<file path="src/rtl/core/tape_fsk_byte_framer_assert.svh">
// ----------------------------------------------------------------------------
// Assertion macros for the tape FSK byte framer
// Concurrent checks clocked on clk and held off while rst_n is low.
// ----------------------------------------------------------------------------
`ifndef TAPE_FSK_BYTE_FRAMER_ASSERT_SVH
`define TAPE_FSK_BYTE_FRAMER_ASSERT_SVH

`ifndef ASSERT_OFF
`define TFBF_ASSERT(label, prop, msg) \
  label: assert property (@(posedge clk) disable iff (!rst_n) prop) else $error(msg);
`define TFBF_ASSERT_NEVER(label, cond, msg) \
  `TFBF_ASSERT(label, !(cond), msg)
`else
`define TFBF_ASSERT(label, prop, msg)
`define TFBF_ASSERT_NEVER(label, cond, msg)
`endif

`endif

</file>
<file path="src/rtl/core/tfbf_pkg.sv">
// ----------------------------------------------------------------------------
// tfbf_pkg
// Shared types and constants of the tape FSK byte framer.
// ----------------------------------------------------------------------------
`default_nettype none

package tfbf_pkg;

  localparam int MAX_SYM   = 15;
  localparam int SYM_IDX_W = 4;
  localparam int CFG_W     = 16;
  localparam int CFG_IDX_W = 3;

  localparam int Q_DEPTH = 2;
  localparam int Q_PTR_W = 1;
  localparam int Q_CNT_W = 2;

  localparam logic [3:0] MAX_DATA_BITS = 4'd8;
  localparam logic [2:0] MAX_STOP_BITS = 3'd4;

  localparam logic [1:0] PARITY_NONE = 2'd0;
  localparam logic [1:0] PARITY_EVEN = 2'd1;
  localparam logic [1:0] PARITY_ODD  = 2'd2;

  localparam logic [1:0] HALF_SHORT = 2'd1;
  localparam logic [1:0] HALF_LONG  = 2'd2;
  localparam logic [3:0] CYC_ONE    = 4'd1;
  localparam logic [3:0] CYC_TWO    = 4'd2;
  localparam int         SLOW_SHIFT = 2;

  typedef enum logic [CFG_IDX_W-1:0] {
    CFG_DATA_BITS   = 3'd0,
    CFG_PARITY_MODE = 3'd1,
    CFG_STOP_COUNT  = 3'd2,
    CFG_EXTRA_STOP  = 3'd3,
    CFG_SLOW_BAUD   = 3'd4,
    CFG_BASE_RATE   = 3'd5
  } cfg_idx_t;

  // One classified byte: line bits of every symbol, frame length and flags.
  typedef struct packed {
    logic [MAX_SYM-1:0]   bits;
    logic [SYM_IDX_W-1:0] len;
    logic                 extra;
    logic                 slow;
    logic                 eob;
  } frame_t;

endpackage

`default_nettype wire

</file>
<file path="src/rtl/core/tfbf_front.sv">
// ----------------------------------------------------------------------------
// tfbf_front
// Holds the configuration and turns an accepted byte into a frame descriptor.
// ----------------------------------------------------------------------------
`default_nettype none

module tfbf_front import tfbf_pkg::*; (
  input  wire logic                 clk,
  input  wire logic                 rst_n,
  input  wire logic                 in_valid,
  output logic                      in_ready,
  input  wire logic [7:0]           in_data_byte,
  input  wire logic                 in_end_of_block,
  input  wire logic                 cfg_we,
  input  wire logic [CFG_IDX_W-1:0] cfg_index,
  input  wire logic [CFG_W-1:0]     cfg_wdata,
  input  wire logic                 q_full,
  output logic                      q_push,
  output frame_t                    q_frame
);

  logic [3:0] data_bits_r;
  logic [1:0] parity_mode_r;
  logic [2:0] stop_count_r;
  logic       extra_stop_r;
  logic       slow_baud_r;

  always_ff @(posedge clk) begin
    if (!rst_n) begin
      data_bits_r   <= MAX_DATA_BITS;
      parity_mode_r <= PARITY_NONE;
      stop_count_r  <= 3'd1;
      extra_stop_r  <= 1'b0;
      slow_baud_r   <= 1'b0;
    end else if (cfg_we) begin
      case (cfg_idx_t'(cfg_index))
        CFG_DATA_BITS:   data_bits_r   <= cfg_wdata[3:0];
        CFG_PARITY_MODE: parity_mode_r <= cfg_wdata[1:0];
        CFG_STOP_COUNT:  stop_count_r  <= cfg_wdata[2:0];
        CFG_EXTRA_STOP:  extra_stop_r  <= cfg_wdata[0];
        CFG_SLOW_BAUD:   slow_baud_r   <= cfg_wdata[0];
        // base rate only names the time unit; no output depends on it
        CFG_BASE_RATE:   ;
        default:         ;
      endcase
    end
  end

  logic [3:0] nbits;
  logic [2:0] nstop;
  logic       par_en;
  logic       par_bit;

  always_comb begin
    nbits   = (data_bits_r > MAX_DATA_BITS) ? MAX_DATA_BITS : data_bits_r;
    nstop   = (stop_count_r > MAX_STOP_BITS) ? MAX_STOP_BITS : stop_count_r;
    par_en  = (parity_mode_r == PARITY_EVEN) || (parity_mode_r == PARITY_ODD);
    par_bit = (^in_data_byte) ^ (parity_mode_r == PARITY_ODD);

    // stop bits and the extra wave are all line 1s
    q_frame.bits    = '1;
    q_frame.bits[0] = 1'b0;
    for (int i = 0; i < 8; i++) begin
      if (4'(i) < nbits) begin
        q_frame.bits[i+1] = in_data_byte[i];
      end
    end
    if (par_en) begin
      q_frame.bits[nbits + 4'd1] = par_bit;
    end

    q_frame.len   = 4'd1 + nbits + {3'b000, par_en} + {1'b0, nstop}
                    + {3'b000, extra_stop_r};
    q_frame.extra = extra_stop_r;
    q_frame.slow  = slow_baud_r;
    q_frame.eob   = in_end_of_block;
  end

  assign in_ready = !q_full;
  assign q_push   = in_valid && !q_full;

endmodule

`default_nettype wire

</file>
<file path="src/rtl/core/tfbf_queue.sv">
// ----------------------------------------------------------------------------
// tfbf_queue
// Two-entry frame queue between the classifier and the symbol sequencer.
// ----------------------------------------------------------------------------
`default_nettype none

module tfbf_queue import tfbf_pkg::*; (
  input  wire logic   clk,
  input  wire logic   rst_n,
  input  wire logic   push,
  input  wire frame_t push_frame,
  output logic        full,
  input  wire logic   pop,
  output logic        valid,
  output frame_t      head
);

  frame_t               entry_r [Q_DEPTH];
  logic [Q_PTR_W-1:0]   wr_ptr_r;
  logic [Q_PTR_W-1:0]   rd_ptr_r;
  logic [Q_CNT_W-1:0]   count_r;

  always_ff @(posedge clk) begin
    if (push) begin
      entry_r[wr_ptr_r] <= push_frame;
    end
  end

  always_ff @(posedge clk) begin
    if (!rst_n) begin
      wr_ptr_r <= '0;
      rd_ptr_r <= '0;
      count_r  <= '0;
    end else begin
      if (push) begin
        wr_ptr_r <= (wr_ptr_r == Q_PTR_W'(Q_DEPTH-1)) ? '0 : wr_ptr_r + 1'b1;
      end
      if (pop) begin
        rd_ptr_r <= (rd_ptr_r == Q_PTR_W'(Q_DEPTH-1)) ? '0 : rd_ptr_r + 1'b1;
      end
      count_r <= count_r + Q_CNT_W'(push) - Q_CNT_W'(pop);
    end
  end

  assign full  = (count_r == Q_CNT_W'(Q_DEPTH));
  assign valid = (count_r != '0);
  assign head  = entry_r[rd_ptr_r];

endmodule

`default_nettype wire

</file>
<file path="src/rtl/core/tfbf_back.sv">
// ----------------------------------------------------------------------------
// tfbf_back
// Walks the head frame one symbol a cycle into the output register unless stalled.
// ----------------------------------------------------------------------------
`default_nettype none

`include "tape_fsk_byte_framer_assert.svh"

module tfbf_back import tfbf_pkg::*; (
  input  wire logic   clk,
  input  wire logic   rst_n,
  input  wire logic   q_valid,
  input  wire frame_t q_head,
  output logic        q_pop,
  output logic        out_valid,
  input  wire logic   out_ready,
  output logic        out_bit_value,
  output logic [1:0]  out_half_period,
  output logic [3:0]  out_cycle_count,
  output logic        out_last,
  output logic        out_block_end
);

  logic [SYM_IDX_W-1:0] idx_r, idx_nxt;
  logic                 out_valid_r, out_valid_nxt;
  logic                 out_bit_r;
  logic [1:0]           out_half_r;
  logic [3:0]           out_cyc_r;
  logic                 out_last_r;
  logic                 out_block_end_r;

  logic       load;
  logic       at_last;
  logic       extra_here;
  logic       bit_sel;
  logic [3:0] base_cyc;
  logic [3:0] cyc_sel;

  always_comb begin
    load       = q_valid && (!out_valid_r || out_ready);
    at_last    = (idx_r == q_head.len - 4'd1);
    extra_here = at_last && q_head.extra;
    bit_sel    = extra_here || q_head.bits[idx_r];
    base_cyc   = bit_sel ? CYC_TWO : CYC_ONE;
    if (extra_here) begin
      cyc_sel = CYC_ONE;
    end else if (q_head.slow) begin
      cyc_sel = base_cyc << SLOW_SHIFT;
    end else begin
      cyc_sel = base_cyc;
    end

    idx_nxt = idx_r;
    if (load) begin
      idx_nxt = at_last ? '0 : idx_r + 4'd1;
    end

    out_valid_nxt = out_valid_r && !out_ready;
    if (load) begin
      out_valid_nxt = 1'b1;
    end
  end

  always_ff @(posedge clk) begin
    if (!rst_n) begin
      idx_r       <= '0;
      out_valid_r <= 1'b0;
    end else begin
      idx_r       <= idx_nxt;
      out_valid_r <= out_valid_nxt;
    end
  end

  always_ff @(posedge clk) begin
    if (load) begin
      out_bit_r       <= bit_sel;
      out_half_r      <= bit_sel ? HALF_SHORT : HALF_LONG;
      out_cyc_r       <= cyc_sel;
      out_last_r      <= at_last;
      out_block_end_r <= at_last && q_head.eob;
    end
  end

  assign q_pop           = load && at_last;
  assign out_valid       = out_valid_r;
  assign out_bit_value   = out_bit_r;
  assign out_half_period = out_half_r;
  assign out_cycle_count = out_cyc_r;
  assign out_last        = out_last_r;
  assign out_block_end   = out_block_end_r;

  `TFBF_ASSERT(a_idx_in_frame, q_valid |-> (idx_r < q_head.len), "symbol index past frame end")
  `TFBF_ASSERT(a_pop_rewinds, q_pop |=> (idx_r == '0), "index not rewound after frame")
  `TFBF_ASSERT(a_end_on_last, (out_valid_r && out_block_end_r) |-> out_last_r, "block end off last")
  `TFBF_ASSERT_NEVER(a_cyc_nonzero, out_valid_r && (out_cyc_r == '0), "zero cycle symbol")

endmodule

`default_nettype wire

</file>
<file path="src/rtl/core/tape_fsk_byte_framer.sv">
// ----------------------------------------------------------------------------
// tape_fsk_byte_framer
// Path: the byte is registered into the queue, then its first symbol into the
//   output register; later symbols follow one per cycle while out_ready is high.
// Throughput: one symbol per cycle while out_ready is high, so a byte takes
//   1 to 15 symbols (start, data, parity, stop, extra wave), set by the front.
// Reset: synchronous, active low; restores register defaults, empties queue.
// ----------------------------------------------------------------------------
`default_nettype none

module tape_fsk_byte_framer import tfbf_pkg::*; (
  input  wire logic                 clk,
  input  wire logic                 rst_n,
  // byte input channel
  input  wire logic                 in_valid,
  output logic                      in_ready,
  input  wire logic [7:0]           in_data_byte,
  input  wire logic                 in_end_of_block,
  // symbol output channel
  output logic                      out_valid,
  input  wire logic                 out_ready,
  output logic                      out_bit_value,
  output logic [1:0]                out_half_period,
  output logic [3:0]                out_cycle_count,
  output logic                      out_last,
  output logic                      out_block_end,
  // configuration write port
  input  wire logic                 cfg_we,
  input  wire logic [CFG_IDX_W-1:0] cfg_index,
  input  wire logic [CFG_W-1:0]     cfg_wdata
);

  // Front: latch the config, classify each byte into a full frame descriptor
  // (every line bit laid out, frame length, extra-wave and slow flags).
  frame_t push_frame;
  logic   q_push;
  logic   q_full;

  tfbf_front u_front (
    .clk             (clk),
    .rst_n           (rst_n),
    .in_valid        (in_valid),
    .in_ready        (in_ready),
    .in_data_byte    (in_data_byte),
    .in_end_of_block (in_end_of_block),
    .cfg_we          (cfg_we),
    .cfg_index       (cfg_index),
    .cfg_wdata       (cfg_wdata),
    .q_full          (q_full),
    .q_push          (q_push),
    .q_frame         (push_frame)
  );

  // Queue: two frames deep, so the next byte transfer can land while the
  // sequencer is still emitting the current frame.
  frame_t head;
  logic   q_valid;
  logic   q_pop;

  tfbf_queue u_queue (
    .clk        (clk),
    .rst_n      (rst_n),
    .push       (q_push),
    .push_frame (push_frame),
    .full       (q_full),
    .pop        (q_pop),
    .valid      (q_valid),
    .head       (head)
  );

  // Back: advance one symbol per output transfer; drop the head frame
  // once its last symbol is loaded into the output register.
  tfbf_back u_back (
    .clk             (clk),
    .rst_n           (rst_n),
    .q_valid         (q_valid),
    .q_head          (head),
    .q_pop           (q_pop),
    .out_valid       (out_valid),
    .out_ready       (out_ready),
    .out_bit_value   (out_bit_value),
    .out_half_period (out_half_period),
    .out_cycle_count (out_cycle_count),
    .out_last        (out_last),
    .out_block_end   (out_block_end)
  );

endmodule

`default_nettype wire

</file>
<file path="config.mk">
export PLATFORM = sky130hd
export DESIGN_NAME = tape_fsk_byte_framer
export DESIGN_NICKNAME = d
export VERILOG_FILES = /design/src/rtl/core/tfbf_pkg.sv /design/src/rtl/core/tfbf_front.sv /design/src/rtl/core/tfbf_queue.sv /design/src/rtl/core/tfbf_back.sv /design/src/rtl/core/tape_fsk_byte_framer.sv
export VERILOG_INCLUDE_DIRS = /design/src /design/src/rtl/core
export SDC_FILE = /design/constraint.sdc
export NUM_CORES = 1
export LEC_CHECK = 0
export BUFFER_PORTS_ARGS = -buffer_cell sky130_fd_sc_hd__buf_2
export CAP_MARGIN = 30
export CORE_MARGIN = 4
export CORE_UTILIZATION = 60
export DETAILED_ROUTE_END_ITERATION = 10
export GPL_TIMING_DRIVEN = 0
export PLACE_DENSITY = 0.81
export SLEW_MARGIN = 5
export SYNTH_ARGS = -nofsm -noshare
export SYNTH_HDL_FRONTEND = slang
export SYNTH_SLANG_ARGS = --single-unit
</file>
<file path="constraint.sdc">
create_clock -name clk -period 7.7 [get_ports clk]
set_input_delay 0 -clock clk [delete_from_list [all_inputs] [get_ports clk]]
set_output_delay 0 -clock clk [all_outputs]
set_load 0.005 [all_outputs]
</file>
==> impl_metrics.csv, run 1 <==
group,metric,value,unit
worst_setup_path,required,7.79,ns
clock_tree,cts_tree,"done",
sta,setup_violations,0,
detailed_routing,route.detailed.drc,0,
floorplan,fp-row-count,28,
global_routing,grt_pass1_vias,2564,
sta,timing.fmax,331,MHz
status,status,"finished, final reports clean",
yosys,synth_cell_types,62,
clock_tree,post_cts_resized,0,
clock_tree,cts_setup_buffers,0,
clock_tree,cts_buffers,9,
floorplan,die_y,87.1,um
placement,place_congestion,0.850,
yosys,syn-cell-area,3750,um2
power_and_ir_drop,cellLeakagePower,1.59,nW
yosys,synth_edf_count,52,
final_layout,area_delta_synth_final,13.6,%
sta,final.min_clock_period,3.02,ns
final_layout,stdcell_count,423,
placement,place.detailed.hpwl,5180,um
yosys,synth-main-ff-cell,"edfxtp_1",
yosys,ys_ff_latch,73,
detailed_routing,wl,7050,um
final_layout,n_antenna_cell,0,
clock_tree,cts_sinks,73,
sta,period_share,39.3,%
worst_hold_path,min_path_type,"primary input to register",
placement,io_buffers,31,
clock_tree,htree_levels,3,
global_routing,antenna_found_initial,0,
final_layout,multi_input_area,1590,um2
sta,rsz0062_at_grt,"false",
sta,tightest_slew,0.726,ns
sta,finalClockSkew,0.00911,ns
yosys,yosysWarnings,0,
yosys,syn_nets,345,
floorplan,dieWidth,87.1,um
floorplan,die_area,7580,um2
clock_tree,clockRootBuffer,"clkbuf_8",
global_routing,grt_pass1_wl,11900,um
final_layout,drive_above_1_share,20.4,%
clock_tree,clk_pin_slew,0.07,ns
worst_setup_path,critical_path_class,"register to register",
floorplan,core,5990,um2
sta,relSlewSlack,51.4,%
global_routing,gr-usage-all-layers,20.8,%
power_and_ir_drop,ir_drop,0.152,mV
final_layout,nFillCells,427,
yosys,syn_avg_cell_area,12.7,um2
clock_tree,worstSkewPairLatency,0.35,ns
final_layout,regArea,1980,um2
worst_setup_path,cp.arrival,3.11,ns
flow_run,drv_cap,0,
worst_setup_path,path_max_fanout,10,
sta,setup-tns-final,0,ns
worst_setup_path,cp-end-kind,"register",
placement,place_inst,403,
clock_tree,clockBufferDepth,2,
final_layout,nNetsFinal,394,
floorplan,boundaryPins,44,
yosys,async_reset_ff_share,0,%
detailed_routing,first_iter_violations,142,
detailed_routing,vias,2449,
detailed_routing,ant_nets,0,
yosys,seq_area_frac_synth,52.9,%
power_and_ir_drop,power.density,216,nW/um2
worst_setup_path,cp-start-kind,"register",
yosys,syn-instance-count,295,
global_routing,grt_overflow,0,
sta,hold_viol_final,0,
sta,drv_slew,0,
detailed_routing,drt_first_pass_iters,4,
floorplan,start_util,62.6,%
detailed_routing,routedWlPerCell,16.7,um
detailed_routing,avgViaCountPerCell,5.79,
global_routing,grt_max_degree,20,
placed cells by master, fill, tap and decap left out, types with 7 or more instances in the layout:
| cell | synthesis | routed |
|---|---|---|
| nor2_1 | 11 | 10 |
| ha_1 | 15 | 15 |
| mux2i_1 | 18 | 18 |
| dfxtp_1 | 21 | 21 |
| clkbuf_8 | 0 | 11 |
| clkbuf_1 | 5 | 9 |
| edfxtp_1 | 52 | 52 |
| xnor2_1 | 13 | 13 |
| a21oi_1 | 7 | 7 |
| nand2_1 | 24 | 24 |
| inv_1 | 16 | 16 |
| buf_2 | 1 | 32 |
| nor2b_1 | 18 | 18 |
registers in the layout, summed over array words and instances, names as in the netlist, named ones only:
register	count
u_queue.entry_r	44
u_back.idx_r	4
u_back.out_cycle_count	4
u_front.data_bits_r	4
u_front.stop_count_r	3
u_back.out_half_period	2
u_front.parity_mode_r	2
u_queue.count_r	2
u_back.out_block_end	1
u_back.out_last	1
u_back.out_valid	1
u_front.extra_stop_r	1
u_front.slow_baud_r	1
u_queue.rd_ptr_r	1
u_queue.wr_ptr_r	1
final timing paths:
check	from	to	slack, ns	cells after the start
hold / removal	rst_n	register	0.01	3
hold reg to reg	u_front.extra_stop_r	u_queue.entry_r[0][2]	0.48	0
setup / recovery	u_front.data_bits_r[3]	u_queue.entry_r[0][6]	4.68	9
setup reg to reg	u_front.data_bits_r[3]	u_queue.entry_r[0][6]	4.68	9
routing by layer:
| metal | vias up | share of wire (%) | track usage, % | routed length (um) |
|---|---|---|---|---|
| met5 | - | 0 | 0 | 0 |
| met4 | 0 | 1.6 | 10.2 | 114 |
| met3 | 19 | 5.9 | 3.88 | 414 |
| met2 | 79 | 52 | 35.5 | 3630 |
| met1 | 1169 | 41 | 25.2 | 2880 |
| li1 | 1182 | - | - | - |
layout make-up:
type	count	area share (%)
tap	75	2.20
clock buffer	15	3.91
multi-input combinational	191	37.3
buffer	13	2.35
inverter	18	1.91
sequential	73	46.5
timing repair buffer	38	5.81
where the power goes:
part	total (mW)	switching [mW]	internal, mW
clock network	0.262	0.129	0.134
logic	0.182	0.101	0.0807
registers	0.475	0.0122	0.463
critical path, cell delays in order (launching register included):
cell      delay [ns]
dfxtp_1         0.43
clkbuf_1        0.36
nand2b_1        0.24
inv_1           0.12
ha_1            0.29
xnor2_2         0.40
ha_1            0.31
ha_1            0.33
a21oi_1         0.17
xnor2_1         0.11
synth_stat cells (4+ instances only):
master    count  share of area (%)
edfxtp_1     52                 42
nand2_1      24                2.4
dfxtp_1      21                 11
mux2i_1      18                4.8
nor2b_1      18                3.0
inv_1        16                1.6
ha_1         15                5.0
xnor2_1      13                3.0
nor2_1       11                1.1
a21oi_1       7               0.93
nor3_1        6               0.80
a31oi_1       5               0.83
clkbuf_1      5               0.50
nand3_1       5               0.67
a41oi_1       4               0.93
mux4_1        4                2.8
cell families (layout without fill, tap and decap cells):
logic type      count (synthesis)  after routing  share of synthesized area [%]
simple gates                   89             89                           13.5
flops                          73             73                           52.9
compound gates                 39             39                           7.54
buf+inv                        31             84                           4.84
mux                            27             27                           10.0
xor+xnor                       19             19                           5.21
fa+ha+maj                      17             17                           6.07
per-stage QoR:
step	hold WS (ns)	total power [mW]	instance area (um2)	setup slack [ns]	util [%]
after floorplan	0.0989	0.605	3750	5.11	-
after global placement	0.193	0.650	4000	4.80	66.8
after detailed placement	0.195	0.665	4040	4.74	67.5
after CTS	0.000199	0.923	4260	4.73	71.1
after global routing	0.0387	0.960	4260	4.51	71.1
final	0.0112	0.919	4260	4.68	71.1
timing repair:
action | 4_1_cts | 5_1_grt
hold buffers | 5 | 0
setup endpoints to repair | 0 | 0
hold endpoints to repair | 12 | 0
(Power assumes the default switching activity.)
==> inputs of run 2 (changes only) <==
--- a/config.mk
+++ b/config.mk
@@ -9,10 +9,10 @@
 export BUFFER_PORTS_ARGS = -buffer_cell sky130_fd_sc_hd__buf_2
 export CAP_MARGIN = 30
 export CORE_MARGIN = 4
-export CORE_UTILIZATION = 60
+export CORE_UTILIZATION = 58
 export DETAILED_ROUTE_END_ITERATION = 10
 export GPL_TIMING_DRIVEN = 0
-export PLACE_DENSITY = 0.81
+export PLACE_DENSITY = 0.78
 export SLEW_MARGIN = 5
 export SYNTH_ARGS = -nofsm -noshare
 export SYNTH_HDL_FRONTEND = slang
==> constraint.sdc (replaced) <==
create_clock -name clk -period 3.15 [get_ports clk]
set_input_delay 0 -clock clk [delete_from_list [all_inputs] [get_ports clk]]
set_output_delay 0 -clock clk [all_outputs]
set_load 0.005 [all_outputs]
==> impl_metrics.csv, run 2 (synthesized netlist as in run 1, its figures left out) <==
group,metric,value,unit
floorplan,dieWidth,88.4,um
worst_setup_path,cp-start-kind,"register",
worst_setup_path,crit_cells,14,
worst_setup_path,cp-end-kind,"register",
sta,drv_slew,0,
power_and_ir_drop,cellLeakagePower,1.61,nW
worst_setup_path,rr_worst_depth,14,
global_routing,use_met1,23.5,%
sta,finalClockSkew,0.00939,ns
global_routing,gr-usage-all-layers,18.8,%
worst_setup_path,r2r_setup_slack,0.27,ns
clock_tree,clockBufferDepth,2,
detailed_routing,routedWlPerCell,15.7,um
final_layout,area_delta_synth_final,14.5,%
sta,period_share,91.4,%
placement,dpl_cell_area,4060,um2
floorplan,start_util,59.4,%
flow_run,drv_cap,0,
status,status,"finished, final reports clean",
detailed_routing,drt_first_pass_iters,4,
global_routing,use_met2,31.3,%
global_routing,met3_usage,4.56,%
worst_setup_path,required,3.38,ns
clock_tree,cts_sinks,73,
sta,hold_viol_final,0,
worst_setup_path,crit_slowest_cell,"dfxtp_1",
final_layout,stdcell_count,426,
detailed_routing,wl,6680,um
worst_setup_path,cp_slowest_stage_delay,0.33,ns
final_layout,largest_reg_flops,44,
final_layout,layout_common_cells,"52 x edfxtp_1, 32 x buf_2, 24 x nand2_1",
worst_setup_path,critical_path_class,"register to register",
clock_tree,worstSkewPairLatency,0.34,ns
sta,tightest_slew,0.691,ns
worst_setup_path,cp.arrival,3.11,ns
final_layout,nNetsFinal,394,
floorplan,die_y,88.4,um
placement,place.detailed.hpwl,4930,um
floorplan,die_area,7820,um2
worst_setup_path,endpoint,"u_queue.count_r[1]",
final_layout,post-route-util,68.0,%
placement,place_inst,405,
sta,setup_violations,0,
clock_tree,clockRootBuffer,"clkbuf_8",
floorplan,boundaryPins,44,
sta,rsz0062_at_grt,"false",
global_routing,grt_pass1_wl,10900,um
worst_setup_path,worst-path-buf-inv,3,
final_layout,drive_above_1_share,21.5,%
clock_tree,clk_pin_slew,0.06,ns
worst_setup_path,crit_path_frequent_cell,"xnor2_1",
power_and_ir_drop,ir_drop,0.317,mV
worst_hold_path,min_path_type,"primary input to register",
global_routing,grt-busiest-layer,"met2",
detailed_routing,vias,2388,
floorplan,fp-row-count,29,
sta,setup-tns-final,0,ns
global_routing,grt_pass1_vias,2274,
clock_tree,cts_tree,"done",
sta,relSlewSlack,53.7,%
final_layout,n_antenna_cell,0,
final_layout,regMostFlops,"u_queue.entry_r",
sta,final.min_clock_period,2.88,ns
detailed_routing,route.detailed.drc,0,
clock_tree,cts_setup_buffers,0,
detailed_routing,ant_nets,0,
placement,place_congestion,0.826,
worst_setup_path,worstPathCellList,"buf_6 > buf_12 > mux2i_1 > ha_1 > xnor2_1 > xnor2_1 > nand3_2 > nor3_4 > ha_1 > inv_1 > ha_1 > xnor2_1 > xnor2_1 > and2_1",
detailed_routing,first_iter_violations,102,
global_routing,grt_overflow,0,
worst_setup_path,timing.rr.end,"u_queue.count_r[1]",
detailed_routing,avgViaCountPerCell,5.61,
clock_tree,cts_buffers,9,
worst_setup_path,critPathTopFamily,"adder cells",
floorplan,core,6310,um2
sta,timing.fmax,348,MHz
power_and_ir_drop,power.density,529,nW/um2
placement,io_buffers,31,
global_routing,antenna_found_initial,0,
worst_setup_path,path_max_fanout,10,
clock_tree,htree_levels,3,
global_routing,grt_max_degree,19,
final_layout,finalInstanceArea,4300,um2
final_layout,final_common_cell,"edfxtp_1",
run 2: metrics by stage:
stage	hold slack (ns)	power (mW)	setup WS (ns)
after floorplan	0.0989	1.48	0.555
after global placement	0.191	1.59	0.231
after detailed placement	0.192	1.62	0.206
after CTS	0.0233	2.29	0.198
after global routing	0.0497	2.38	0.0624
final	0.0338	2.27	0.272
run 2: per-layer routing:
layer / vias to the layer above / wire length (um) / share of wire (%)
li1: 1182 / - / -
met3: 9 / 367 / 5.5
met2: 62 / 3300 / 49
met4: 0 / 112 / 1.7
met5: - / 0 / 0
met1: 1135 / 2910 / 43
run 2: repair_timing:
action,in CTS,in global routing
gates resized for setup,0,2
hold endpoints to repair,12,0
endpoints found under the setup margin,0,2
hold buffers,5,0
run 2: cell type report:
cell class	count	area [um2]
plain buffers	13	101
clock buffers	14	173
clock inverters	2	12.5
fillers	482	2020
inverters	18	81.3
multi-input cells	191	1590
flip-flops and latches	73	1980
well taps	77	96.3
repair buffers	38	260
run 2: worst register-to-register path, delay by kind of cell (launching register included):
kind                     cells  cell delay, ns
adder cells (fa/ha/maj)      3            0.64
multiplexers                 1            0.32
flip-flops                   1            0.33
AND/OR/NAND/NOR              3            0.60
XOR/XNOR                     4            0.49
buffers and inverters        3            0.38
run 2: worst min path at each step:
stage                     cells after the start                     to            start
after global routing                          3       u_back.out_valid        out_ready
after detailed placement                      1  u_queue.entry_r[1][0]  in_end_of_block
after global placement                        1  u_queue.entry_r[1][0]  in_end_of_block
after floorplan                               0  u_queue.entry_r[0][0]  in_end_of_block
final                                         3               register            rst_n
after CTS                                     3       u_back.out_valid        out_ready
run 2: where the power goes:
group	switching, mW	leakage [nW]	internal (mW)
Sequential	0.0309	0.632	1.13
Clock	0.318	0.0927	0.350
Combinational	0.238	0.882	0.202
Total	0.588	1.61	1.68
